## src/hdl/mbp_pkg.sv

```systemverilog
`default_nettype none
// ----------------------------------------------------------------------------
// mbp_pkg
// Shared types and constants of the MIDI byte stream parser.
// ----------------------------------------------------------------------------
package mbp_pkg;

  typedef enum logic [2:0] {
    KIND_NOTHING  = 3'd0,
    KIND_NOTE_ON  = 3'd1,
    KIND_NOTE_OFF = 3'd2,
    KIND_PITCH    = 3'd3,
    KIND_CC       = 3'd4,
    KIND_PROG     = 3'd5,
    KIND_SYSEX    = 3'd6
  } mbp_kind_e;

  // upper nibble of status bytes
  localparam logic [3:0] HI_NOTE_OFF = 4'h8;
  localparam logic [3:0] HI_NOTE_ON  = 4'h9;
  localparam logic [3:0] HI_CC       = 4'hB;
  localparam logic [3:0] HI_PROG     = 4'hC;
  localparam logic [3:0] HI_PITCH    = 4'hE;
  localparam logic [3:0] HI_SYSTEM   = 4'hF;

  // lower nibble of system status bytes
  localparam logic [3:0] LO_SYSEX_START = 4'h0;
  localparam logic [3:0] LO_SYSEX_END   = 4'h7;

  // parser state seen by the emitter
  typedef struct packed {
    mbp_kind_e   kind;
    logic [3:0]  chan;
    logic [6:0]  first_data;
    logic [6:0]  second_data;
    logic [4:0]  sysex_count;
  } mbp_state_t;

  // event request raised with an accepted item
  typedef struct packed {
    logic single;  // one result straight from the next state
    logic multi;   // sysex with stored bytes, walk the store
  } mbp_ev_t;

  // one result item
  typedef struct packed {
    mbp_kind_e   kind;
    logic [3:0]  chan;
    logic [6:0]  first_data;
    logic [6:0]  second_data;
    logic [4:0]  sysex_count;
    logic [3:0]  payload_index;
    logic [6:0]  payload_value;
    logic        last_of_event;
  } mbp_res_t;

endpackage
`default_nettype wire

```

## src/hdl/mbp_parser.sv

```systemverilog
`default_nettype none
// ----------------------------------------------------------------------------
// mbp_parser
// Parse state, next-state logic and the data byte store.
// ----------------------------------------------------------------------------
module mbp_parser #(
  parameter int SYSEX_MAX = 16,
  localparam int IDXW = (SYSEX_MAX > 1) ? $clog2(SYSEX_MAX) : 1,
  localparam int FW   = $clog2(SYSEX_MAX + 1)
) (
  input  wire logic               clk_i,
  input  wire logic               rst_ni,
  input  wire logic               accept_i,
  input  wire logic [7:0]         rx_byte_i,
  output mbp_pkg::mbp_state_t     cur_o,
  output mbp_pkg::mbp_state_t     nxt_o,
  output mbp_pkg::mbp_ev_t        ev_o,
  output logic [FW-1:0]           fill_o,
  input  wire logic               rd_en_i,
  input  wire logic [IDXW-1:0]    rd_addr_i,
  output logic [6:0]              rd_data_o
);
  import mbp_pkg::*;

  localparam logic [2:0] PH_IDLE  = 3'd0;
  localparam logic [2:0] PH_WAIT1 = 3'd1;
  localparam logic [2:0] PH_WAIT2 = 3'd2;
  localparam logic [2:0] PH_SYSEX = 3'd3;
  localparam logic [2:0] PH_DONE  = 3'd4;
  localparam logic [FW-1:0] FILL_MAX = FW'(SYSEX_MAX);

  logic [2:0]      phase_q, phase_d;
  mbp_kind_e       kind_q, kind_d;
  logic [3:0]      chan_q, chan_d;
  logic [6:0]      d0_q, d0_d;
  logic [6:0]      d1_q, d1_d;
  logic [FW-1:0]   fill_q, fill_d;
  logic            wr_en;
  logic [IDXW-1:0] wr_addr;
  logic [6:0]      mem_q [SYSEX_MAX];
  logic [6:0]      rd_q;
  logic [3:0]      hi, lo;
  logic [6:0]      data;
  logic [31:0]     fill_q_ext, fill_d_ext;

  assign hi   = rx_byte_i[7:4];
  assign lo   = rx_byte_i[3:0];
  assign data = rx_byte_i[6:0];

  always_comb begin
    phase_d = phase_q;
    kind_d  = kind_q;
    chan_d  = chan_q;
    fill_d  = fill_q;
    wr_en   = 1'b0;
    wr_addr = '0;
    if (rx_byte_i[7]) begin
      if (hi == HI_SYSTEM) begin
        if (lo == LO_SYSEX_START) begin
          kind_d  = KIND_SYSEX;
          fill_d  = '0;
          phase_d = PH_SYSEX;
        end else if (lo == LO_SYSEX_END) begin
          phase_d = PH_DONE;
        end
      end else begin
        case (hi)
          HI_NOTE_ON:  kind_d = KIND_NOTE_ON;
          HI_NOTE_OFF: kind_d = KIND_NOTE_OFF;
          HI_PITCH:    kind_d = KIND_PITCH;
          HI_CC:       kind_d = KIND_CC;
          HI_PROG:     kind_d = KIND_PROG;
          default:     kind_d = KIND_NOTHING;
        endcase
        if (kind_d == KIND_NOTHING) begin
          phase_d = PH_IDLE;
        end else begin
          phase_d = PH_WAIT1;
          chan_d  = lo;
        end
      end
    end else begin
      case (phase_q)
        PH_WAIT1: begin
          wr_en = 1'b1;
          if (kind_q inside {KIND_NOTE_ON, KIND_NOTE_OFF, KIND_PITCH, KIND_CC}) begin
            phase_d = PH_WAIT2;
          end else if (kind_q == KIND_PROG) begin
            phase_d = PH_DONE;
          end else begin
            phase_d = PH_IDLE;
          end
        end
        PH_WAIT2: begin
          wr_en   = 1'b1;
          wr_addr = IDXW'(1);
          phase_d = PH_DONE;
        end
        PH_SYSEX: begin
          if (fill_q < FILL_MAX) begin
            wr_en   = 1'b1;
            wr_addr = fill_q[IDXW-1:0];
            fill_d  = fill_q + FW'(1);
          end
          if (fill_d >= FILL_MAX) begin
            phase_d = PH_DONE;
          end
        end
        PH_DONE: begin
          // running status: data byte opens a new message
          wr_en   = 1'b1;
          phase_d = PH_WAIT2;
        end
        default: ;
      endcase
    end
  end

  // mirrors of entries zero and one for the fixed fields
  always_comb begin
    d0_d = d0_q;
    d1_d = d1_q;
    if (wr_en && wr_addr == IDXW'(0)) d0_d = data;
    if (wr_en && wr_addr == IDXW'(1)) d1_d = data;
  end

  always_ff @(posedge clk_i or negedge rst_ni) begin
    if (!rst_ni) begin
      phase_q <= PH_IDLE;
      kind_q  <= KIND_NOTHING;
      chan_q  <= '0;
      d0_q    <= '0;
      d1_q    <= '0;
      fill_q  <= '0;
    end else if (accept_i) begin
      phase_q <= phase_d;
      kind_q  <= kind_d;
      chan_q  <= chan_d;
      d0_q    <= d0_d;
      d1_q    <= d1_d;
      fill_q  <= fill_d;
    end
  end

  // only entries written since the last sysex start are ever read
  always_ff @(posedge clk_i) begin
    if (accept_i && wr_en) begin
      mem_q[wr_addr] <= data;
    end
    if (rd_en_i) begin
      rd_q <= mem_q[rd_addr_i];
    end
  end

  assign fill_q_ext = 32'(fill_q);
  assign fill_d_ext = 32'(fill_d);

  always_comb begin
    cur_o.kind        = kind_q;
    cur_o.chan        = chan_q;
    cur_o.first_data  = d0_q;
    cur_o.second_data = d1_q;
    cur_o.sysex_count = fill_q_ext[4:0];
    nxt_o.kind        = kind_d;
    nxt_o.chan        = chan_d;
    nxt_o.first_data  = d0_d;
    nxt_o.second_data = d1_d;
    nxt_o.sysex_count = fill_d_ext[4:0];
    ev_o.multi  = accept_i && (phase_d == PH_DONE) && (kind_d == KIND_SYSEX) &&
                  (fill_d != '0);
    ev_o.single = accept_i && (phase_d == PH_DONE) && !ev_o.multi;
  end

  assign fill_o    = fill_q;
  assign rd_data_o = rd_q;

endmodule
`default_nettype wire

```

## src/hdl/mbp_emitter.sv

```systemverilog
`default_nettype none
// ----------------------------------------------------------------------------
// mbp_emitter
// Turns events into result items: sysex sequencer, staging and output register.
// ----------------------------------------------------------------------------
module mbp_emitter #(
  parameter int SYSEX_MAX = 16,
  localparam int IDXW = (SYSEX_MAX > 1) ? $clog2(SYSEX_MAX) : 1,
  localparam int FW   = $clog2(SYSEX_MAX + 1)
) (
  input  wire logic               clk_i,
  input  wire logic               rst_ni,
  input  wire logic               in_valid_i,
  output logic                    in_stall_o,
  input  mbp_pkg::mbp_state_t     cur_i,
  input  mbp_pkg::mbp_state_t     nxt_i,
  input  mbp_pkg::mbp_ev_t        ev_i,
  input  wire logic [FW-1:0]      fill_i,
  output logic                    rd_en_o,
  output logic [IDXW-1:0]         rd_addr_o,
  input  wire logic [6:0]         rd_data_i,
  output logic                    out_valid_o,
  input  wire logic               out_stall_i,
  output mbp_pkg::mbp_res_t       res_o
);
  import mbp_pkg::*;

  logic            seq_busy_q, seq_busy_d;
  logic [IDXW-1:0] seq_idx_q, seq_idx_d;
  logic            seq_issue, seq_last;
  logic [31:0]     seq_idx_ext;

  logic            s1_valid_q;
  mbp_res_t        s1_q;
  logic            s1_sysex_q;
  logic            s1_move, s1_free;
  mbp_res_t        s1_res;

  logic            out_valid_q;
  mbp_res_t        out_q;

  assign s1_move = s1_valid_q && (!out_valid_q || !out_stall_i);
  assign s1_free = !s1_valid_q || s1_move;

  assign in_stall_o = seq_busy_q || !s1_free;

  assign seq_issue   = seq_busy_q && s1_free;
  assign seq_last    = (FW'(seq_idx_q) + FW'(1)) == fill_i;
  assign seq_idx_ext = 32'(seq_idx_q);
  assign rd_en_o     = seq_issue;
  assign rd_addr_o   = seq_idx_q;

  always_comb begin
    seq_busy_d = seq_busy_q;
    seq_idx_d  = seq_idx_q;
    if (ev_i.multi) begin
      seq_busy_d = 1'b1;
      seq_idx_d  = '0;
    end else if (seq_issue) begin
      seq_idx_d = seq_idx_q + IDXW'(1);
      if (seq_last) seq_busy_d = 1'b0;
    end
  end

  // sysex items take their payload from the store read data
  always_comb begin
    s1_res = s1_q;
    if (s1_sysex_q) s1_res.payload_value = rd_data_i;
  end

  always_ff @(posedge clk_i or negedge rst_ni) begin
    if (!rst_ni) begin
      seq_busy_q  <= 1'b0;
      seq_idx_q   <= '0;
      s1_valid_q  <= 1'b0;
      out_valid_q <= 1'b0;
    end else begin
      seq_busy_q <= seq_busy_d;
      seq_idx_q  <= seq_idx_d;
      if (ev_i.single || seq_issue) begin
        s1_valid_q <= 1'b1;
      end else if (s1_move) begin
        s1_valid_q <= 1'b0;
      end
      if (s1_move) begin
        out_valid_q <= 1'b1;
      end else if (!out_stall_i) begin
        out_valid_q <= 1'b0;
      end
    end
  end

  // staging register, the store read data lines up with it
  always_ff @(posedge clk_i) begin
    if (ev_i.single) begin
      s1_q.kind          <= nxt_i.kind;
      s1_q.chan          <= nxt_i.chan;
      s1_q.first_data    <= nxt_i.first_data;
      s1_q.second_data   <= nxt_i.second_data;
      s1_q.sysex_count   <= nxt_i.sysex_count;
      s1_q.payload_index <= '0;
      s1_q.payload_value <= '0;
      s1_q.last_of_event <= 1'b1;
      s1_sysex_q         <= 1'b0;
    end else if (seq_issue) begin
      s1_q.kind          <= cur_i.kind;
      s1_q.chan          <= cur_i.chan;
      s1_q.first_data    <= cur_i.first_data;
      s1_q.second_data   <= cur_i.second_data;
      s1_q.sysex_count   <= cur_i.sysex_count;
      s1_q.payload_index <= seq_idx_ext[3:0];
      s1_q.payload_value <= '0;
      s1_q.last_of_event <= seq_last;
      s1_sysex_q         <= 1'b1;
    end
    if (s1_move) begin
      out_q <= s1_res;
    end
  end

  assign out_valid_o = out_valid_q;
  assign res_o       = out_q;

`ifndef SYNTH
  a_seq_stalls_input: assert property (@(posedge clk_i) disable iff (!rst_ni)
    seq_busy_q |-> in_stall_o)
    else $error("input taken while sysex bytes are being walked");

  a_seq_has_bytes: assert property (@(posedge clk_i) disable iff (!rst_ni)
    seq_busy_q |-> (fill_i != '0))
    else $error("sysex walk with an empty store");

  a_seq_ends: assert property (@(posedge clk_i) disable iff (!rst_ni)
    (seq_issue && seq_last) |=> !seq_busy_q)
    else $error("sysex walk continues past its last byte");

  a_single_is_last: assert property (@(posedge clk_i) disable iff (!rst_ni)
    (s1_valid_q && !s1_sysex_q) |-> s1_q.last_of_event)
    else $error("single result event not marked last");

  a_no_event_while_busy: assert property (@(posedge clk_i) disable iff (!rst_ni)
    (ev_i.single || ev_i.multi) |-> (in_valid_i && !seq_busy_q))
    else $error("event raised without an accepted item");
`endif

endmodule
`default_nettype wire

```

## src/hdl/midi_byte_stream_parser.sv

```systemverilog
`default_nettype none
// ----------------------------------------------------------------------------
// midi_byte_stream_parser
// MIDI byte parser with running status and system exclusive collection.
// ----------------------------------------------------------------------------
// One received byte is taken per cycle unless the input stalls. A byte that
// completes a channel message (or repeats a complete state) gives one result
// item through a staging register and an output register, and the next byte
// can be taken meanwhile unless the output stalls. A sysex event with N stored
// bytes gives N result items, one per cycle unless the output stalls, read
// from the byte store; the input stalls after the completing byte while the
// store is walked through its single registered read port. There is no clearing
// pass after reset: only entries written since the last sysex start are read.
module midi_byte_stream_parser #(
  parameter int SYSEX_MAX = 16
) (
  input  wire logic        clk_i,
  input  wire logic        rst_ni,
  input  wire logic        in_valid_i,
  output logic             in_stall_o,
  input  wire logic [7:0]  rx_byte_i,
  output logic             out_valid_o,
  input  wire logic        out_stall_i,
  output logic [2:0]       msg_kind_o,
  output logic [3:0]       chan_o,
  output logic [6:0]       first_data_o,
  output logic [6:0]       second_data_o,
  output logic [4:0]       sysex_count_o,
  output logic [3:0]       payload_index_o,
  output logic [6:0]       payload_value_o,
  output logic             last_of_event_o
);
  import mbp_pkg::*;

  localparam int IDXW = (SYSEX_MAX > 1) ? $clog2(SYSEX_MAX) : 1;
  localparam int FW   = $clog2(SYSEX_MAX + 1);

  logic            accept;
  mbp_state_t      cur, nxt;
  mbp_ev_t         ev;
  logic [FW-1:0]   fill;
  logic            rd_en;
  logic [IDXW-1:0] rd_addr;
  logic [6:0]      rd_data;
  mbp_res_t        res;

  assign accept = in_valid_i && !in_stall_o;

  mbp_parser #(.SYSEX_MAX(SYSEX_MAX)) u_parser (
    .clk_i     (clk_i),
    .rst_ni    (rst_ni),
    .accept_i  (accept),
    .rx_byte_i (rx_byte_i),
    .cur_o     (cur),
    .nxt_o     (nxt),
    .ev_o      (ev),
    .fill_o    (fill),
    .rd_en_i   (rd_en),
    .rd_addr_i (rd_addr),
    .rd_data_o (rd_data)
  );

  mbp_emitter #(.SYSEX_MAX(SYSEX_MAX)) u_emitter (
    .clk_i       (clk_i),
    .rst_ni      (rst_ni),
    .in_valid_i  (in_valid_i),
    .in_stall_o  (in_stall_o),
    .cur_i       (cur),
    .nxt_i       (nxt),
    .ev_i        (ev),
    .fill_i      (fill),
    .rd_en_o     (rd_en),
    .rd_addr_o   (rd_addr),
    .rd_data_i   (rd_data),
    .out_valid_o (out_valid_o),
    .out_stall_i (out_stall_i),
    .res_o       (res)
  );

  assign msg_kind_o      = res.kind;
  assign chan_o          = res.chan;
  assign first_data_o    = res.first_data;
  assign second_data_o   = res.second_data;
  assign sysex_count_o   = res.sysex_count;
  assign payload_index_o = res.payload_index;
  assign payload_value_o = res.payload_value;
  assign last_of_event_o = res.last_of_event;

endmodule
`default_nettype wire
```

## config.mk

```make
export PLATFORM = sky130hd
export DESIGN_NAME = midi_byte_stream_parser
export DESIGN_NICKNAME = d
export VERILOG_FILES = /design/src/hdl/mbp_pkg.sv /design/src/hdl/mbp_parser.sv /design/src/hdl/mbp_emitter.sv /design/src/hdl/midi_byte_stream_parser.sv
export SDC_FILE = /design/constraint.sdc
export NUM_CORES = 1
export LEC_CHECK = 0
export BUFFER_PORTS_ARGS = -buffer_cell sky130_fd_sc_hd__buf_4
export CAP_MARGIN = 20
export CORE_ASPECT_RATIO = 1.4
export CORE_MARGIN = 1
export CORE_UTILIZATION = 47
export DETAILED_ROUTE_END_ITERATION = 7
export MAX_ROUTING_LAYER = met4
export PLACE_DENSITY = 0.66
export SLEW_MARGIN = 0
export SYNTH_ARGS = -nofsm -noshare
export SYNTH_HDL_FRONTEND = slang
export SYNTH_SLANG_ARGS = --single-unit
```

## constraint.sdc

```tcl
create_clock -name clk_i -period 3.8 [get_ports clk_i]
set_input_delay 0.76 -clock clk_i [delete_from_list [all_inputs] [get_ports clk_i]]
set_output_delay 0.76 -clock clk_i [all_outputs]
set_load 0.005 [all_outputs]
```

==> qor.txt <==
DIE AREA: 20900 um2
Dominant cell by count in the synthesized netlist: sky130_fd_sc_hd__edfxtp_1
Routing layer with the top usage in global route: met2
Sum of routed wire length over all layers: 19100 um
Global Route Usage Sum: 19.6%
Y dimension of the die: 170 um
Area fraction in compound gates after synthesis: 6.99%
Wire length of the first global-routing pass: 29500 um
Area of the core: 19800 um2
Inserted Diodes: 0
Pwr Density: 684 nW/um2
Count of maximum capacitance violations: 0
Share of power burned in registers: 46.6%
Maximum level of the CTS H-tree: 1
Largest area contributor in the netlist: sky130_fd_sc_hd__edfxtp_1
Area of the mapped netlist: 9530 um2
Area share of the leading cell type in the synthesized netlist: 57.7%
Gate count of the mapped netlist: 580
Final routed DRC violation total: 0
Cell-internal power: 5.38 mW
Number of buffers added by the clock tree synthesis step: 21
Effective utilization at floorplan: 48.0%
GR Util met1: 23.4%
First-pass iteration count of the detailed router: 4
Max-slew headroom at the worst pin: 39.4%
Share of total power in the clock network: 28.2%
Final weighted congestion of routability-driven global placement: 0.847
Worst reg-to-reg path cell count: 7
Post-detailed-route via-to-cell ratio: 5.72
Outcome: completed
End-of-flow core utilization: 55.3%
Setup slack, reg-to-reg: 0.83 ns
# placed instances: 868
M2 GR Usage: 33.1%
Number of synthesized register bits: 225
Type of the worst setup path: flop to flop
Most used flip-flop cell after synthesis: sky130_fd_sc_hd__edfxtp_1
Largest net degree at the start of global routing: 42
Syn. warnings: 0
Largest family of logic cells by synthesized area: multiplexers
Final #Nets: 655
Avg Cell Area, Syn: 16.4 um2
Synthesized Nets: 595
Leak pwr: 3.82 nW
Multiplexer fraction of the synthesized cell area: 13.7%
FILL cells: 1623
Standard-cell rows: 61
Number of I/O pins: 52
Clock root cell: sky130_fd_sc_hd__clkbuf_16
Met3 usage in global routing: 2.48%
Post-synthesis cell type count: 71
Logic pwr share: 25.3%
Final number of hold-violating endpoints: 0
Endpoint type of the worst setup path: flop
Total of endpoints with negative setup slack in the final report: 0
Buffer levels on the longest clock path: 3
Synth Area in XOR/XNOR: 0.827%
Detail-routed net length per standard cell: 21.1 um
Number of global-route vias before repair: 5236
Area share of fa/ha/maj cells after synthesis: 0.394%
Relative area change from synthesis to final layout: 15.2%
Worst vdd rail ir drop: 0.000395 V
Setup repair after global routing missed its margin: false
Violation count after the first detailed-route iteration: 355
CTS tree: built
Maximum clock frequency: 0.337 GHz
Post-Layout Inst Area: 11000 um2
Most used standard cells in the synthesized netlist: sky130_fd_sc_hd__edfxtp_1, sky130_fd_sc_hd__nand2_1, sky130_fd_sc_hd__dfrtp_1
Sequential share of the synthesized area: 68.4%
Total number of vias: 5179
Initial antenna violation count: 0
Peak fanout along the critical path: 26
Insertion delay of the later-clocked pin in the worst-skew pair: 0.50 ns
Top area cells in the synthesized netlist: sky130_fd_sc_hd__edfxtp_1, sky130_fd_sc_hd__dfrtp_1, sky130_fd_sc_hd__mux4_2, sky130_fd_sc_hd__mux2_2, sky130_fd_sc_hd__mux2i_1
Worst path required time: 3.96 ns
Fin Setup TNS: 0 ns
Final Non-Filler Cells: 906
CTS-repair resized insts: 0
Critical path launch point type: flop
Classification of the worst-slack hold path: primary input to async pin
Total congestion overflow: 0
Number of setup buffers added after CTS: 0
Number of sinks on the clock net: 225
Number of buffers inserted by hold repair at cts: 0
Switching part of the total power: 28.3%
Post-route clock skew: 0.00950 ns
Fraction of registers with async set or reset after synthesis: 16.0%
Period utilisation layout: 78.2%
Post-detail-place hpwl: 12800 um
CTS clk-pin slew, worst paths: 0.07 ns
Final max-slew violation count: 0
Placed cell area: 10200 um2
Post-synthesis share of cell area spent on and, or, nand and nor gates: 7.33%
Share of final-layout standard cells stronger than drive strength 1: 30.0%
Chip Width: 122 um
Number of enable flip-flop cells after synthesis: 183
Shortest clock period the worst path allows after layout: 2.97 ns
Worst slack at placement: 0.424 ns
Worst Max-Slew Pin Slew: 0.906 ns
Design Power: 7.50 mW
Number of nets with antenna violations after detailed routing: 0
Number of buffers inserted by port buffering: 51
CP Data Arrival Time: 3.14 ns
P_sw: 2.13 mW
Hold slack final: 0.222 ns
PnR worst setup slack: 0.830 ns
[power by group through the flow]
stage	combinational, mW	clock, mW	sequential, mW
floorplan	1.35	0	3.42
global placement	1.86	0	3.53
detailed placement	1.88	0	3.55
CTS	1.88	2.17	3.50
global route	2.05	2.26	3.55
finish	1.89	2.11	3.50
[kinds of logic after synthesis]
group                    Yosys count
AO/OA/AOI/OAI                     85
buffers and inverters             46
XOR/XNOR                           9
flip-flops                       225
adder cells (fa/ha/maj)            3
multiplexers                      84
AND/OR/NAND/NOR                  128
[layout make-up]
cell class | count | area (um2) | share of cell area, %
multi-input cells | 309 | 2810 | 25.6
repair buffers | 77 | 611 | 5.56
clock inverters | 12 | 136 | 1.24
clock buffers | 25 | 561 | 5.11
well taps | 252 | 315 | 2.87
inverters | 6 | 22.5 | 0.205
flip-flops and latches | 225 | 6520 | 59.4
[critical path, cell delays in order, from the launching register on]
cell and delay (ns):
sky130_fd_sc_hd__dfrtp_1 0.57, sky130_fd_sc_hd__ha_1 0.26, sky130_fd_sc_hd__nand3_1 0.12, sky130_fd_sc_hd__a22oi_1 0.25, sky130_fd_sc_hd__o221ai_1 0.22, sky130_fd_sc_hd__or4b_1 0.73
sky130_fd_sc_hd__o21ai_2 0.17, sky130_fd_sc_hd__buf_4 0.32
[metal layers]
metal,up-vias,share of wire [%]
met3,40,3.6
met1,2615,40
met5,-,0
li1,2388,-
met4,0,3.9
met2,136,53
[flip-flops by register name, indices dropped and copies added (netlist names), 3 cells and up]
register             flops
u_parser.phase_q         3
u_emitter.res_o         38
u_parser.mem_q         112
u_parser.fill_o          5
u_emitter.rd_addr_o      4
u_parser.rd_data_o       7
u_parser.chan_q          4
u_parser.d1_q            7
u_emitter.s1_q          31
u_parser.d0_q            7
u_parser.kind_q          3
[final timing paths]
path	end	startpoint
setup / recovery	u_emitter.s1_q[32]	u_parser.fill_o[1]
hold / removal	u_parser.d0_q[2]	rst_ni
setup reg to reg	u_emitter.s1_q[32]	u_parser.fill_o[1]
hold reg to reg	u_emitter.res_o[36]	u_emitter.s1_q[36]
max in group asynchronous	u_emitter.rd_addr_o[0]	rst_ni
min in group clk_i	u_emitter.res_o[36]	u_emitter.s1_q[36]
[placed cells by master, fill, tap and decap left out, types with 5 or more instances in the layout]
cell,netlist,layout
sky130_fd_sc_hd__mux2_2,23,23
sky130_fd_sc_hd__nor2_1,28,28
sky130_fd_sc_hd__o31ai_2,11,11
sky130_fd_sc_hd__mux2i_1,25,25
sky130_fd_sc_hd__xor2_1,5,5
sky130_fd_sc_hd__nor3_1,6,6
sky130_fd_sc_hd__mux4_2,35,35
sky130_fd_sc_hd__inv_1,5,5
sky130_fd_sc_hd__clkbuf_16,0,21
sky130_fd_sc_hd__edfxtp_1,183,183
sky130_fd_sc_hd__dfrtp_1,36,35
sky130_fd_sc_hd__nand3_1,6,6
sky130_fd_sc_hd__dfxtp_1,6,6
sky130_fd_sc_hd__a21oi_1,16,16
sky130_fd_sc_hd__and2_1,8,8
sky130_fd_sc_hd__buf_4,1,75
sky130_fd_sc_hd__o31ai_1,6,6
sky130_fd_sc_hd__o21ai_0,13,12
sky130_fd_sc_hd__nand2_1,46,46
Note: power is estimated with default switching activity, not from simulation.
